File: config.mk
export PLATFORM = sky130hd
export DESIGN_NAME = signature_symbol_packer
export DESIGN_NICKNAME = d
export VERILOG_FILES = /design/src/rtl/core/ssp_pkg.sv /design/src/rtl/core/ssp_fifo.sv /design/src/rtl/core/ssp_front.sv /design/src/rtl/core/ssp_back.sv /design/src/rtl/core/signature_symbol_packer.sv
export SDC_FILE = /design/constraint.sdc
export NUM_CORES = 2
export LEC_CHECK = 0
export ABC_CLOCK_PERIOD_IN_PS = 25700
export BUFFER_PORTS_ARGS = -buffer_cell sky130_fd_sc_hd__buf_2
export CAP_MARGIN = 20
export CORE_MARGIN = 2
export CORE_UTILIZATION = 60
export DETAILED_ROUTE_END_ITERATION = 6
export GPL_TIMING_DRIVEN = 0
export PLACE_DENSITY = 0.76
export SYNTH_ARGS = -nofsm -noshare
export SYNTH_HDL_FRONTEND = slang
export SYNTH_SLANG_ARGS = --single-unit
File: constraint.sdc
create_clock -name clk -period 25.7 [get_ports clk]
set_input_delay 7.71 -clock clk [delete_from_list [all_inputs] [get_ports clk]]
set_output_delay 7.71 -clock clk [all_outputs]
set_load 0.1 [all_outputs]
File: src/rtl/core/ssp_pkg.sv
// ----------------------------------------------------------------------------
// ssp_pkg
// Types and constants shared by the symbol packer front end, queue and back end.
// ----------------------------------------------------------------------------
`timescale 1ns / 1ps

package ssp_pkg;

    // Input operations.
    typedef enum logic [1:0] {
        OP_GROUP  = 2'd0,
        OP_SYMBOL = 2'd1,
        OP_END    = 2'd2
    } op_t;

    // Configuration register indexes.
    typedef enum logic [1:0] {
        CFG_WORD_BITS     = 2'd0,
        CFG_WIDE_ALPHABET = 2'd1,
        CFG_FIXED_LENGTH  = 2'd2,
        CFG_MULTIPLE_BASE = 2'd3
    } cfg_index_t;

    // Error codes carried on the result channel.
    localparam logic [1:0] ERR_NONE   = 2'd0;
    localparam logic [1:0] ERR_COUNT  = 2'd1;
    localparam logic [1:0] ERR_LENGTH = 2'd2;

    localparam logic [63:0] ALL_ONES  = 64'hffff_ffff_ffff_ffff;
    localparam logic [31:0] COUNT_MAX = 32'h0000_ffff;
    localparam logic [6:0]  COUNT_LEN = 7'd16;

    // Kind of work handed from the front end to the back end.
    typedef enum logic [1:0] {
        KIND_ERROR = 2'd0,
        KIND_WORDS = 2'd1,
        KIND_SPLIT = 2'd2
    } desc_kind_t;

    // One queued work descriptor; it expands into one to five results.
    typedef struct packed {
        desc_kind_t  kind;
        logic [1:0]  err;
        logic        two_words;
        logic [63:0] word0;
        logic [63:0] word1;
        logic [6:0]  len0;
        logic [6:0]  len1;
        logic [4:0]  value;
        logic        wide;
        logic [2:0]  split_w;
        logic        pad_ones;
    } desc_t;

endpackage

File: src/rtl/core/ssp_fifo.sv
// ----------------------------------------------------------------------------
// ssp_fifo
// Short shifting queue of work descriptors between front end and back end.
// ----------------------------------------------------------------------------
`timescale 1ns / 1ps

module ssp_fifo #(
    parameter int DEPTH = 4
) (
    input  logic           clk,
    input  logic           rst_n,
    input  logic           wr_en,
    input  ssp_pkg::desc_t wr_data,
    output logic           full,
    input  logic           rd_en,
    output ssp_pkg::desc_t rd_data,
    output logic           empty
);

    localparam int CNT_W = $clog2(DEPTH + 1);

    ssp_pkg::desc_t   mem_reg  [DEPTH];
    ssp_pkg::desc_t   mem_next [DEPTH];
    logic [CNT_W-1:0] count_reg;
    logic [CNT_W-1:0] count_next;
    logic [CNT_W-1:0] wr_idx;

    assign full    = (count_reg == CNT_W'(DEPTH));
    assign empty   = (count_reg == '0);
    assign rd_data = mem_reg[0];

    // The oldest entry always sits at the bottom; a pop shifts the rest down.
    assign wr_idx = rd_en ? (count_reg - CNT_W'(1)) : count_reg;

    always_comb
    begin
        for (int i = 0; i < DEPTH - 1; i++)
        begin
            mem_next[i] = rd_en ? mem_reg[i + 1] : mem_reg[i];
        end
        mem_next[DEPTH - 1] = mem_reg[DEPTH - 1];
        for (int i = 0; i < DEPTH; i++)
        begin
            if (wr_en && (CNT_W'(i) == wr_idx))
            begin
                mem_next[i] = wr_data;
            end
        end
    end

    always_comb
    begin
        count_next = count_reg + CNT_W'(wr_en) - CNT_W'(rd_en);
    end

    // Storage holds payload only.
    always_ff @(posedge clk)
    begin
        for (int i = 0; i < DEPTH; i++)
        begin
            mem_reg[i] <= mem_next[i];
        end
    end

    always_ff @(posedge clk or negedge rst_n)
    begin
        if (!rst_n)
        begin
            count_reg <= '0;
        end
        else
        begin
            count_reg <= count_next;
        end
    end

endmodule

File: src/rtl/core/ssp_front.sv
// ----------------------------------------------------------------------------
// ssp_front
// Configuration registers, input acceptance, packing state and work descriptors.
// ----------------------------------------------------------------------------
`timescale 1ns / 1ps

module ssp_front (
    input  logic           clk,
    input  logic           rst_n,
    input  logic           push,
    output logic           full,
    input  logic [1:0]     opcode,
    input  logic [4:0]     symbol,
    input  logic [31:0]    group_count,
    input  logic           cfg_valid,
    output logic           cfg_ready,
    input  logic [1:0]     cfg_index,
    input  logic [31:0]    cfg_data,
    output logic           desc_push,
    output ssp_pkg::desc_t desc,
    input  logic           desc_full
);

    // Free bits after reset, for the reset width and alphabet.
    localparam logic [6:0] RESET_FREE = 7'd30;

    logic [6:0]  word_bits_reg;
    logic        wide_alphabet_reg;
    logic [7:0]  fixed_length_reg;
    logic [31:0] multiple_base_reg;

    logic [63:0] accum_reg, accum_next;
    logic [6:0]  free_reg, free_next;
    logic [7:0]  seen_reg, seen_next;
    logic        open_reg, open_next;

    logic        accept;
    logic [6:0]  w;
    logic [2:0]  s;
    logic [4:0]  smask;
    logic        fixed_mode;
    logic        splitting;
    logic [63:0] mask_w;
    logic [13:0] prod3;
    logic [14:0] prod5;
    logic [6:0]  q3;
    logic [4:0]  q5;
    logic [6:0]  cap;
    logic [63:0] start_accum;
    logic [6:0]  start_free;
    logic [63:0] a0, a1;
    logic [6:0]  f0, f1;
    logic [4:0]  sym_m, vplus, pv;
    logic        flush;
    logic [63:0] packed_accum;
    logic [6:0]  packed_free;
    logic [63:0] flush_word;
    logic [63:0] final_word;

    assign cfg_ready = 1'b1;
    assign full      = desc_full;
    assign accept    = push && !desc_full;

    // Configuration writes.
    always_ff @(posedge clk or negedge rst_n)
    begin
        if (!rst_n)
        begin
            word_bits_reg     <= 7'd32;
            wide_alphabet_reg <= 1'b0;
            fixed_length_reg  <= 8'd0;
            multiple_base_reg <= 32'd1;
        end
        else if (cfg_valid)
        begin
            unique case (ssp_pkg::cfg_index_t'(cfg_index))
                ssp_pkg::CFG_WORD_BITS:     word_bits_reg     <= cfg_data[6:0];
                ssp_pkg::CFG_WIDE_ALPHABET: wide_alphabet_reg <= cfg_data[0];
                ssp_pkg::CFG_FIXED_LENGTH:  fixed_length_reg  <= cfg_data[7:0];
                ssp_pkg::CFG_MULTIPLE_BASE: multiple_base_reg <= cfg_data;
                default:                    word_bits_reg     <= word_bits_reg;
            endcase
        end
    end

    // Effective word width, symbol size and word masks.
    always_comb
    begin
        if (word_bits_reg == 7'd0)
        begin
            w = 7'd1;
        end
        else if (word_bits_reg > 7'd64)
        begin
            w = 7'd64;
        end
        else
        begin
            w = word_bits_reg;
        end
        s          = wide_alphabet_reg ? 3'd5 : 3'd3;
        smask      = wide_alphabet_reg ? 5'h1f : 5'h07;
        fixed_mode = (fixed_length_reg != 8'd0);
        splitting  = ({4'd0, s} > w);
        mask_w     = ssp_pkg::ALL_ONES >> (7'd64 - w);
    end

    // Whole symbols that fit a word: quotient by reciprocal multiplication.
    always_comb
    begin
        prod3 = 14'(w) * 14'd43;
        prod5 = 15'(w) * 15'd205;
        q3    = prod3[13:7];
        q5    = prod5[14:10];
        cap   = wide_alphabet_reg ? ({2'd0, q5} * 7'd5) : (q3 * 7'd3);
    end

    // Packing datapath: optional flush of the open word, then shift in.
    always_comb
    begin
        start_accum  = fixed_mode ? 64'd0 : ssp_pkg::ALL_ONES;
        start_free   = fixed_mode ? w : cap;
        a0           = open_reg ? accum_reg : start_accum;
        f0           = open_reg ? free_reg : start_free;
        sym_m        = symbol & smask;
        vplus        = (sym_m + 5'd1) & smask;
        if (opcode == ssp_pkg::OP_END)
        begin
            pv = 5'd0;
        end
        else
        begin
            pv = fixed_mode ? sym_m : vplus;
        end
        flush        = (f0 < {4'd0, s});
        a1           = flush ? start_accum : a0;
        f1           = flush ? start_free : f0;
        packed_accum = (a1 << s) | {59'd0, pv};
        packed_free  = f1 - {4'd0, s};
        flush_word   = a0 & mask_w;
        final_word   = packed_accum & mask_w;
    end

    // Item classification and descriptor build.
    always_comb
    begin
        accum_next      = accum_reg;
        free_next       = free_reg;
        seen_next       = seen_reg;
        open_next       = open_reg;
        desc_push       = 1'b0;
        desc            = '0;
        desc.kind       = ssp_pkg::KIND_WORDS;
        desc.err        = ssp_pkg::ERR_NONE;
        desc.len0       = w;
        desc.len1       = w;
        desc.wide       = wide_alphabet_reg;
        desc.split_w    = w[2:0];
        desc.pad_ones   = !fixed_mode;

        if (accept)
        begin
            unique case (opcode)
                ssp_pkg::OP_GROUP:
                begin
                    open_next = 1'b0;
                    seen_next = 8'd0;
                    if (group_count != multiple_base_reg)
                    begin
                        desc_push = 1'b1;
                        if (group_count > ssp_pkg::COUNT_MAX)
                        begin
                            desc.kind = ssp_pkg::KIND_ERROR;
                            desc.err  = ssp_pkg::ERR_COUNT;
                        end
                        else
                        begin
                            desc.word0     = mask_w;
                            desc.word1     = {48'd0, group_count[15:0]};
                            desc.len1      = ssp_pkg::COUNT_LEN;
                            desc.two_words = 1'b1;
                        end
                    end
                end
                ssp_pkg::OP_SYMBOL:
                begin
                    if (fixed_mode && (seen_reg >= fixed_length_reg))
                    begin
                        desc_push = 1'b1;
                        desc.kind = ssp_pkg::KIND_ERROR;
                        desc.err  = ssp_pkg::ERR_LENGTH;
                    end
                    else
                    begin
                        if (fixed_mode || (seen_reg != 8'hff))
                        begin
                            seen_next = seen_reg + 8'd1;
                        end
                        if (splitting)
                        begin
                            desc_push  = 1'b1;
                            desc.kind  = ssp_pkg::KIND_SPLIT;
                            desc.value = pv;
                        end
                        else
                        begin
                            accum_next = packed_accum;
                            free_next  = packed_free;
                            open_next  = 1'b1;
                            desc_push  = flush;
                            desc.word0 = flush_word;
                        end
                    end
                end
                ssp_pkg::OP_END:
                begin
                    open_next = 1'b0;
                    seen_next = 8'd0;
                    if (fixed_mode)
                    begin
                        if (seen_reg != fixed_length_reg)
                        begin
                            desc_push = 1'b1;
                            desc.kind = ssp_pkg::KIND_ERROR;
                            desc.err  = ssp_pkg::ERR_LENGTH;
                        end
                        else if (!splitting)
                        begin
                            desc_push  = 1'b1;
                            desc.word0 = flush_word;
                        end
                    end
                    else if (splitting)
                    begin
                        // Zero terminator split into padded pieces.
                        desc_push  = 1'b1;
                        desc.kind  = ssp_pkg::KIND_SPLIT;
                        desc.value = 5'd0;
                    end
                    else
                    begin
                        // Terminator packed, then the closing word.
                        desc_push = 1'b1;
                        if (flush)
                        begin
                            desc.word0     = flush_word;
                            desc.word1     = final_word;
                            desc.two_words = 1'b1;
                        end
                        else
                        begin
                            desc.word0 = final_word;
                        end
                    end
                end
                default:
                begin
                    desc_push = 1'b0;
                end
            endcase
        end
    end

    // Packing state.
    always_ff @(posedge clk or negedge rst_n)
    begin
        if (!rst_n)
        begin
            accum_reg <= ssp_pkg::ALL_ONES;
            free_reg  <= RESET_FREE;
            seen_reg  <= 8'd0;
            open_reg  <= 1'b0;
        end
        else
        begin
            accum_reg <= accum_next;
            free_reg  <= free_next;
            seen_reg  <= seen_next;
            open_reg  <= open_next;
        end
    end

endmodule

File: src/rtl/core/ssp_back.sv
// ----------------------------------------------------------------------------
// ssp_back
// Expands queued descriptors into result transfers, one result per cycle while pop is high.
// ----------------------------------------------------------------------------
`timescale 1ns / 1ps

module ssp_back (
    input  logic           clk,
    input  logic           rst_n,
    input  ssp_pkg::desc_t fifo_data,
    input  logic           fifo_empty,
    output logic           fifo_pop,
    output logic           empty,
    input  logic           pop,
    output logic [63:0]    word,
    output logic [6:0]     word_len,
    output logic [1:0]     error,
    output logic           last
);

    ssp_pkg::desc_t cur_reg;
    logic           cur_valid_reg;
    logic           cur_valid_next;
    logic [2:0]     idx_reg;
    logic [2:0]     idx_next;

    logic [2:0]     s;
    logic [2:0]     q;
    logic [2:0]     r;
    logic [2:0]     n_pieces;
    logic [4:0]     mul;
    logic [4:0]     sh;
    logic [4:0]     mask_w;
    logic [4:0]     mask_r;
    logic [4:0]     piece;
    logic           advance;
    logic           last_piece;

    // Small lower-bit mask for widths up to four.
    function automatic logic [4:0] low_bits(input logic [2:0] n);
        return ~(5'h1f << n) & 5'h1f;
    endfunction

    // Full pieces of a symbol narrower words give.
    function automatic logic [2:0] split_count(input logic wide, input logic [2:0] w);
        logic [2:0] res;
        res = 3'd1;
        if (wide)
        begin
            if (w == 3'd1)
            begin
                res = 3'd5;
            end
            else if (w == 3'd2)
            begin
                res = 3'd2;
            end
        end
        else if (w == 3'd1)
        begin
            res = 3'd3;
        end
        return res;
    endfunction

    // Split geometry for the current descriptor.
    always_comb
    begin
        s      = cur_reg.wide ? 3'd5 : 3'd3;
        q      = split_count(cur_reg.wide, cur_reg.split_w);
        r      = 3'(s - 3'(q * cur_reg.split_w));
        mul    = 5'({2'd0, idx_reg} + 5'd1) * {2'd0, cur_reg.split_w};
        sh     = {2'd0, s} - mul;
        mask_w = low_bits(cur_reg.split_w);
        mask_r = low_bits(r);
        if (idx_reg < q)
        begin
            piece = (cur_reg.value >> sh) & mask_w;
        end
        else
        begin
            piece = (cur_reg.pad_ones ? (mask_w & ~mask_r) : 5'd0)
                  | (cur_reg.value & mask_r);
        end
    end

    // Result fields and piece count per descriptor kind.
    always_comb
    begin
        word     = 64'd0;
        word_len = 7'd1;
        error    = ssp_pkg::ERR_NONE;
        n_pieces = 3'd1;
        unique case (cur_reg.kind)
            ssp_pkg::KIND_ERROR:
            begin
                error = cur_reg.err;
            end
            ssp_pkg::KIND_WORDS:
            begin
                n_pieces = cur_reg.two_words ? 3'd2 : 3'd1;
                word     = (idx_reg == 3'd0) ? cur_reg.word0 : cur_reg.word1;
                word_len = (idx_reg == 3'd0) ? cur_reg.len0 : cur_reg.len1;
            end
            ssp_pkg::KIND_SPLIT:
            begin
                n_pieces = q + {2'd0, (r != 3'd0)};
                word     = {59'd0, piece};
                word_len = {4'd0, cur_reg.split_w};
            end
            default:
            begin
                n_pieces = 3'd1;
            end
        endcase
    end

    assign empty      = !cur_valid_reg;
    assign last_piece = (idx_reg == (n_pieces - 3'd1));
    assign last       = last_piece;
    assign advance    = pop && cur_valid_reg;
    assign fifo_pop   = (!cur_valid_reg || (advance && last_piece)) && !fifo_empty;

    // Walk through the pieces and load the next descriptor without a gap.
    always_comb
    begin
        cur_valid_next = cur_valid_reg;
        idx_next       = idx_reg;
        if (fifo_pop)
        begin
            cur_valid_next = 1'b1;
            idx_next       = 3'd0;
        end
        else if (advance && last_piece)
        begin
            cur_valid_next = 1'b0;
            idx_next       = 3'd0;
        end
        else if (advance)
        begin
            idx_next = idx_reg + 3'd1;
        end
    end

    always_ff @(posedge clk)
    begin
        if (fifo_pop)
        begin
            cur_reg <= fifo_data;
        end
    end

    always_ff @(posedge clk or negedge rst_n)
    begin
        if (!rst_n)
        begin
            cur_valid_reg <= 1'b0;
            idx_reg       <= 3'd0;
        end
        else
        begin
            cur_valid_reg <= cur_valid_next;
            idx_reg       <= idx_next;
        end
    end

endmodule

File: src/rtl/core/signature_symbol_packer.sv
// ----------------------------------------------------------------------------
// signature_symbol_packer
// Packs 3-bit or 5-bit signature symbols into words of 1 to 64 bits.
//
// Input items enter through a queue-like port: an item transfers on a clock
// edge with push high and full low. Results leave the same way: the oldest
// result is shown while empty is low and transfers when pop is high.
// Configuration registers are written through cfg_valid/cfg_ready with an
// index and data; ready is always high, and writes belong to idle periods.
// An input item can be taken every cycle while full is low. Its first result
// passes the queue and the result stage registers before it shows on the
// ports. Results leave at one per cycle, so split mode (word narrower than
// a symbol, up to five pieces per item) is paced by the result stage. A
// descriptor queue of QUEUE_DEPTH entries sits between the input side and the
// result stage; when the receiver stalls, results wait in place, the queue
// fills and full rises. Reset restores the register defaults (32-bit words,
// 3-bit symbols, variable length, base 1) and empties the queue.
// ----------------------------------------------------------------------------
`timescale 1ns / 1ps

module signature_symbol_packer #(
    parameter int QUEUE_DEPTH = 4
) (
    input  logic        clk,
    input  logic        rst_n,
    input  logic        push,
    output logic        full,
    input  logic [1:0]  opcode,
    input  logic [4:0]  symbol,
    input  logic [31:0] group_count,
    output logic        empty,
    input  logic        pop,
    output logic [63:0] word,
    output logic [6:0]  word_len,
    output logic [1:0]  error,
    output logic        last,
    input  logic        cfg_valid,
    output logic        cfg_ready,
    input  logic [1:0]  cfg_index,
    input  logic [31:0] cfg_data
);

    ssp_pkg::desc_t front_desc;
    ssp_pkg::desc_t queue_head;
    logic           front_push;
    logic           queue_full;
    logic           queue_empty;
    logic           back_pop;

    // Front end: accepts and classifies items.
    ssp_front u_front (
        .clk         (clk),
        .rst_n       (rst_n),
        .push        (push),
        .full        (full),
        .opcode      (opcode),
        .symbol      (symbol),
        .group_count (group_count),
        .cfg_valid   (cfg_valid),
        .cfg_ready   (cfg_ready),
        .cfg_index   (cfg_index),
        .cfg_data    (cfg_data),
        .desc_push   (front_push),
        .desc        (front_desc),
        .desc_full   (queue_full)
    );

    // Descriptor queue between the two halves.
    ssp_fifo #(
        .DEPTH (QUEUE_DEPTH)
    ) u_fifo (
        .clk     (clk),
        .rst_n   (rst_n),
        .wr_en   (front_push),
        .wr_data (front_desc),
        .full    (queue_full),
        .rd_en   (back_pop),
        .rd_data (queue_head),
        .empty   (queue_empty)
    );

    // Back end: expands descriptors into results.
    ssp_back u_back (
        .clk        (clk),
        .rst_n      (rst_n),
        .fifo_data  (queue_head),
        .fifo_empty (queue_empty),
        .fifo_pop   (back_pop),
        .empty      (empty),
        .pop        (pop),
        .word       (word),
        .word_len   (word_len),
        .error      (error),
        .last       (last)
    );

endmodule

# Word level (Yosys, flattened, before mapping)
# Memories as Yosys holds them, arrays and structs flattened.
# Index checks and enable logic that the tools add are counted.
# W data, S select, Z words.
dict set report totals {
  ff_bits 292
  latch_bits 0
  mem_bits_rw 628
  mem_bits_ro 0
  inputBits 78
  output_inout_bits 77
  elab_cells 207
  memories 1
}
# name depth word_bits read_ports rd_ports_with_merged_regs write_ports line
set mem_list {}
lappend mem_list {u_fifo.mem_reg 4 157 4 0 4 ssp_fifo.sv:22} ;# ssp_pkg::desc_t mem_reg [DEPTH];
dict set report classes {
  n_addsub 13
  n_mul 6
  n_div 0
  order_cmp 6
  eq_ne 20
  shift 5
  n_mux 85
  n_bitwise 14
  reduce_logical 35
}
# cell count
set op_table {}
lappend op_table {{$mux W157} 7}
lappend op_table {{$mux W64} 11}
lappend op_table {{$mux W133} 2}
lappend op_table {{$mux W129} 2}
lappend op_table {{$pmux W64 S2} 2}
lappend op_table {{$pmux W64 S3} 1}
lappend op_table {{$and A64 B64 Y64} 2}
lappend op_table {{$mux W7} 10}
lappend op_table {{$or A64 B5 Y64} 1}
lappend op_table {{$shl A64 B3 Y64} 1}
lappend op_table {{$shr A64 B7 Y64 const A} 1}
lappend op_table {{$mux W5} 8}
lappend op_table {{$gt A32 B16 Y1 const B} 1}
lappend op_table {{$ne A32 B32 Y1} 1}
lappend op_table {{$mux W3} 10}
lappend op_table {{$and A5 B5 Y5} 5}
lappend op_table {{$mux W2} 9}
lappend op_table {{$mux W8} 2}
lappend op_table {{$pmux W8 S2} 1}
lappend op_table {{$mul A7 B8 Y15 const B} 1}
lappend op_table {{$not A5 Y5} 3}
lappend op_table {{$pmux W7 S2} 1}
lappend op_table {{$mul A7 B6 Y13 const B} 1}
lappend op_table {{$mux W1} 13}
lappend op_table {{53 further kinds} 88}

# Longest topological paths before layout
dict set report depth {
  ltp_word 19
  ltp_mapped 40
}

# By module
# Synthesis repeated with hierarchy kept, for this count alone.
dict set report hier_totals {
  hier_cells 3481
  area_unflattened_um2 45436.1
}
# mod n_inst cells_per_inst area_each_um2 seq_area_each_um2
set modules_own_cells {}
lappend modules_own_cells {ssp_fifo 1 1179 24867.6 18933.2}
lappend modules_own_cells {ssp_front 1 1743 13551.7 3290.7}
lappend modules_own_cells {ssp_back 1 559 7016.7 4814.6}

# Least setup slack after synthesis
# OpenSTA, ideal clock, no wires.
dict set report synth_timing {
  path_type {input port to flip-flop}
  startpoint {input group_count[19]}
  endpoint {memory u_fifo.mem_reg[3][0] in the netlist's numbering (enable)}
  setup_time_ps 888
  arrival_time_ps 19957
  required_time_ps 24812
  slack_ps 4855
  path_stages 9
  n_path_buf 0
  cell_sequence {xor2_1 -> nor4_1 -> nand4_1 -> nor2_1 -> or3_1 -> o221ai_1 -> a31oi_4 -> nand2b_1 -> nor3b_1}
}
# element line
set synth_lines {}
lappend synth_lines {{from (decl)} signature_symbol_packer.sv:30} ;# input logic [31:0] group_count,
lappend synth_lines {{to (decl)} ssp_fifo.sv:22}

# Worst setup path after layout
dict set report layout_timing {
  startpoint {register u_back.cur_reg[2] (netlist name)}
  endpoint {output last}
}
dict set report layout_between {
  elab_chain_cells 11
  word_cells_on_any_way 13
  classes_between {add/sub (3); mul (1); eq/ne (3); mux (5); reduce/logical (1)}
}
# element line
set layout_lines {}
lappend layout_lines {{$eq A3 B2 Y1} ssp_back.sv:54} ;# else if (w == 3'd2)
lappend layout_lines {{$mux W2} ssp_back.sv:54}
lappend layout_lines {{$mux W3} ssp_back.sv:50} ;# if (w == 3'd1)
lappend layout_lines {{$mux W3} ssp_back.sv:48} ;# if (wide)
lappend layout_lines {{$mul A3 B3 Y3} ssp_back.sv:71} ;# r = 3'(s - 3'(q * cur_reg.split_w));
lappend layout_lines {{$sub A3 B3 Y3} ssp_back.sv:71}
lappend layout_lines {{$reduce_bool A3 Y1} ssp_back.sv:107} ;# n_pieces = q + {2'd0, (r != 3'd0)};
lappend layout_lines {{$add A3 B1 Y3 (*)} ssp_back.sv:107}
lappend layout_lines {{$pmux W3 S2 (*)} ssp_back.sv:94} ;# unique case (cur_reg.kind)
lappend layout_lines {{$sub A3 B1 Y3 (*)} ssp_back.sv:119} ;# assign last_piece = (idx_reg == (n_pieces - 3'd1));
lappend layout_lines {{$eq A3 B3 Y1 (*)} ssp_back.sv:119}
lappend layout_lines {{to (decl)} signature_symbol_packer.sv:36} ;# output logic last,
# Mark *: on every way between the ends. The rest lies on a longest branch, timed or not.

==> results.md <==
- The later pin in the worst-skew pair is clocked with a latency of roughly 0.68 ns.
- The number of non-filler instances in the completed layout is ~4800.
- The critical path is of the reg2out type.
- Measured along the y axis, the die boundary spans around 280 um.
- The ratio of cells with drive above 1 in the final layout is approximately 24%.
- For this run the aggregate overflow at the end of global routing stands at 0.
- The final worst slack is 12.09 ns.
- The top cell types in the final layout, fill and taps aside, are edfxtp_1, nand2_1, mux2_2.
- In this run, CTS created clock tree buffers numbering 93.
- The portion of synthesized area spent on multiplexers is between 10 and 15%.
- The number of hold-slack violations in the final timing report is 0.
- Clock-pin slew was measured on the worst setup and hold paths at ~0.060 ns.
- The minimum period implied by the final worst setup slack is approximately 14 ns.
- In this run, the number of DRC markers left after iteration 0 of detailed routing was ~3800.
- Counting flops with a built-in enable in the synthesized netlist gives 770.
- During placement, the flow inserted port buffers numbering ~150.
- The data required time of the critical path is between 15 and 20 ns.
- The placement-stage worst setup slack is between 10 and 15 ns.
- The path with the worst hold slack has its endpoint at u_back.cur_reg[36].
- Summing the areas of all fa, ha and maj instances in the mapped netlist gives under 10% of the synthesized area.
- The power density of the placed cells is ~140 nW/um^2.
- The wire-length estimate of the detail-placed layout is 96.4 mm.
- The signed area change from the synthesized netlist to the final layout is 12.8%.
- For this run, the top clock speed supported by timing is 73.5 MHz.
- The post-synthesis share of cell area spent on xor and xnor gates is 1.50%.
- The floorplan die width is 276 um.
- In this run the standard cell core region covers 73100 um^2.
- Once placement completed, the tool counted placed cells totaling 4621.
- The transition at the pin with the smallest max-transition slack is approximately 1.3 ns.
- The remaining antenna violation count after routing is 0.
- For this block, the routed nets add up to approximately 140 mm of wire.
- Setup repair after global routing left no endpoint under its margin.
- Sequential cells were found to cover 59.9% of the synthesized design area.
- The flip-flop cell with the highest count after synthesis is edfxtp_1.
- In this run the cell area of the synthesized design comes to ~44000 um^2.
- In this run the static leakage power is approximately 18 nW.
- The netlist uses ~90 different library cells.
- The total setup buffers inserted after CTS is 0.
- The dominant delay contributor by cell family on the critical path is compound AO/OA/AOI/OAI gates.
- STA classifies the critical path startpoint as a register.
- The hold path depth is 0.
- The final weighted congestion in routability-driven placement is 1.04.
- The combinational family with the most area after synthesis is multiplexers.
- The checks that failed: DRC.
- The clock tree synthesis step divided the H-tree into 3 levels.
- ~160 I/O pins were placed.
- A synthesized cell averages 12.8 um^2.
- The number of buffers inserted by hold repair at cts is 0.
- The number of global-route vias before repair is 30400.
- The total DRC errors in the routed layout is 12.
- The post-detailed-route via-to-cell ratio is between 6 and 7.
- The number of cell rows is 99.
- The starting utilization of the core area is just over 60%.
- The flow ran to the end, but the final reports show violations.
- The tree is rooted in a clkbuf_16.
- The register with the most flip-flops in the layout has just over 600 of them.
- Counting every sink on the clock net gives 905.
- Synthesis handed over a netlist of between 3000 and 4000 instances.
- Across the run, the number of max-cap violations was 0.
- In the final routed layout, each cell accounts on average for about 29 um.
- The hold path startpoint is u_fifo.mem_reg[0][36].
- The worst register-to-register path ends at u_fifo.mem_reg[1][97].
- The maximum resistive drop on vdd is ~0.00012 V.
- The buffer depth of the longest clock path is 3.
- The final net count is between 3000 and 4000.
- Entering global routing, the biggest net connects 93 pins.
- The proportion of register bits with asynchronous set or reset after synthesis is ~15%.
- The worst pin sits at a relative slew slack of between 10% and 20%.
- The total buffers and inverters traversed by the critical path is 2.
- The fill cell instance count of the final layout is ~5200.
- Clock skew on the completed layout was measured at 0.0280 ns.
- The largest driver fanout on the critical path is 10.
- The sort of element at the end of the critical path is an output port.
- The arrival time of data at the critical path endpoint is about 5.9 ns.
- Counting cells, the worst reg-to-reg path comes to 31.
- In the finished design, the share of the clock period the worst path needs comes to between 50% and 60%.
- The die covers 76100 um^2.
- The total vias in the final route is between 30000 and 40000.
- The final max-slew violation count is 0.
- The first TritonRoute pass finished after 7 iterations.
- The cell with the largest stage delay on the worst path is a211oi_2.
- The commonest non-fill, non-tap cell in the layout is edfxtp_1.
- The initial antenna violation count came to 6.
- The first-pass GRT wire length is about 200 mm.
- The largest single stage delay on the critical path is ~0.56 ns.
- TritonCTS built the clock tree.
- The register-to-register setup slack is between 10 and 15 ns.
- Global routing used between 30% and 40% of the available tracks across all layers.
- Setup violations remaining at the end of the flow were counted as 0.
- During synthesis, Yosys emitted a total of 0 warnings.
- Summing the areas of all and, or, nand and nor instances in the mapped netlist gives under 10% of the synthesized area.
- The number of synthesized register bits is ~910.
- The post-cts sizing count is 0.
- The kind of path behind the tightest hold check is reg2reg.
- The compound-cell area share of the yosys netlist is a little under a tenth.
- The startpoint identified for the worst register-to-register timing path is u_front.word_bits_reg[4].
- Walking the worst path, the cells encountered are clkbuf_1, nor2b_1, ha_1, ha_1, xnor2_1, xnor2_1, xnor2_1, and2_1, nand2_1, ha_1, a221oi_1, ha_1, xnor2_1, or3_1, a211oi_2, buf_2.
-- Yosys cell counts (7+ instances only) --
cell type	instances	area (um^2)
a211oi_1	40	300
and2_1	20	125
o31ai_1	10	75.1
dfstp_2	70	1840
nor2_1	171	642
mux2i_1	43	430
buf_1	14	52.6
buf_2	37	185
and3_1	14	87.6
a22oi_1	7	52.6
nor2b_1	19	119
nand3_1	38	190
nor4_1	15	93.8
xnor2_1	32	280
fa_1	21	420
a31oi_1	24	150
nand2_1	439	1650
o21ai_0	167	836
or3_1	11	68.8
a21oi_1	237	1190
mux2_2	390	4390
edfxtp_1	770	23100
ha_1	113	1410
nor3_2	9	90.1
nand2b_1	24	150
o22ai_1	12	75.1
inv_1	102	383
nor3_1	56	280
o311a_1	7	70.1
a221oi_1	16	140
xor2_1	42	368
nand4_1	10	62.6
o221a_2	13	146
clkbuf_1	121	454
buf_4	29	218
or2_2	11	68.8
mux2_1	106	1190
a21o_1	34	255
dfrtp_1	65	1630
-- cell type report --
cell class,instances,area (um^2),area share (%)
Timing Repair Buffer,191,1370,2.74
Multi-Input combinational cell,2260,16500,32.9
Inverter,106,405,0.810
Buffer,204,937,1.87
Tap cell,959,1200,2.40
Clock buffer,103,2390,4.77
Sequential cell,905,26600,53.1
Clock inverter,67,683,1.37
Antenna cell,2,5.00,0.0100
-- metrics by stage --
stage	hold slack, ns	TNS, ns	utilization (%)	area [um^2]	power [mW]
finish	0.412	0	68.5	50000	7.09
global route	0.422	0	68.5	50000	7.41
CTS	0.415	0	68.4	50000	7.04
detailed placement	0.405	0	64.2	46900	5.66
global placement	0.400	-735.49	63.4	46300	5.62
floorplan	0.400	0	-	44400	4.76
-- worst max path at each step --
stage,depth (start not counted),to,start,slack (ns)
floorplan,9,u_fifo.mem_reg[3][0],group_count[19],4.86
finish,16,last,u_back.cur_reg[2],12.09
global route,16,last,u_back.cur_reg[2],11.78
detailed placement,16,last,u_back.cur_reg[2],12.90
global placement,7,u_fifo.mem_reg[3][104],push,-4.83
CTS,16,last,u_back.cur_reg[2],12.16
-- power by group --
part / internal, mW / switching (mW) / total [mW]
Combinational: 0.866 / 2.00 / 2.87
Sequential: 2.60 / 0.250 / 2.85
Clock: 0.776 / 0.594 / 1.37
Total: 4.24 / 2.85 / 7.09
-- routing by layer --
layer | track usage (%) | vias to the layer above | wire length [um]
li1 | - | 13400 | -
met3 | 8.59 | 361 | 14200
met2 | 54.8 | 1685 | 60800
met5 | 0 | - | 13
met1 | 50.6 | 15400 | 55900
met4 | 15.9 | 2 | 6470
-- kinds of logic after synthesis --
family | Yosys count
AO/OA/AOI/OAI | 648
buffers and inverters | 310
adder cells (fa/ha/maj) | 134
AND/OR/NAND/NOR | 861
multiplexers | 539
XOR/XNOR | 75
other | 2
flip-flops | 905
No activity file was read; power rests on OpenSTA's default activity.
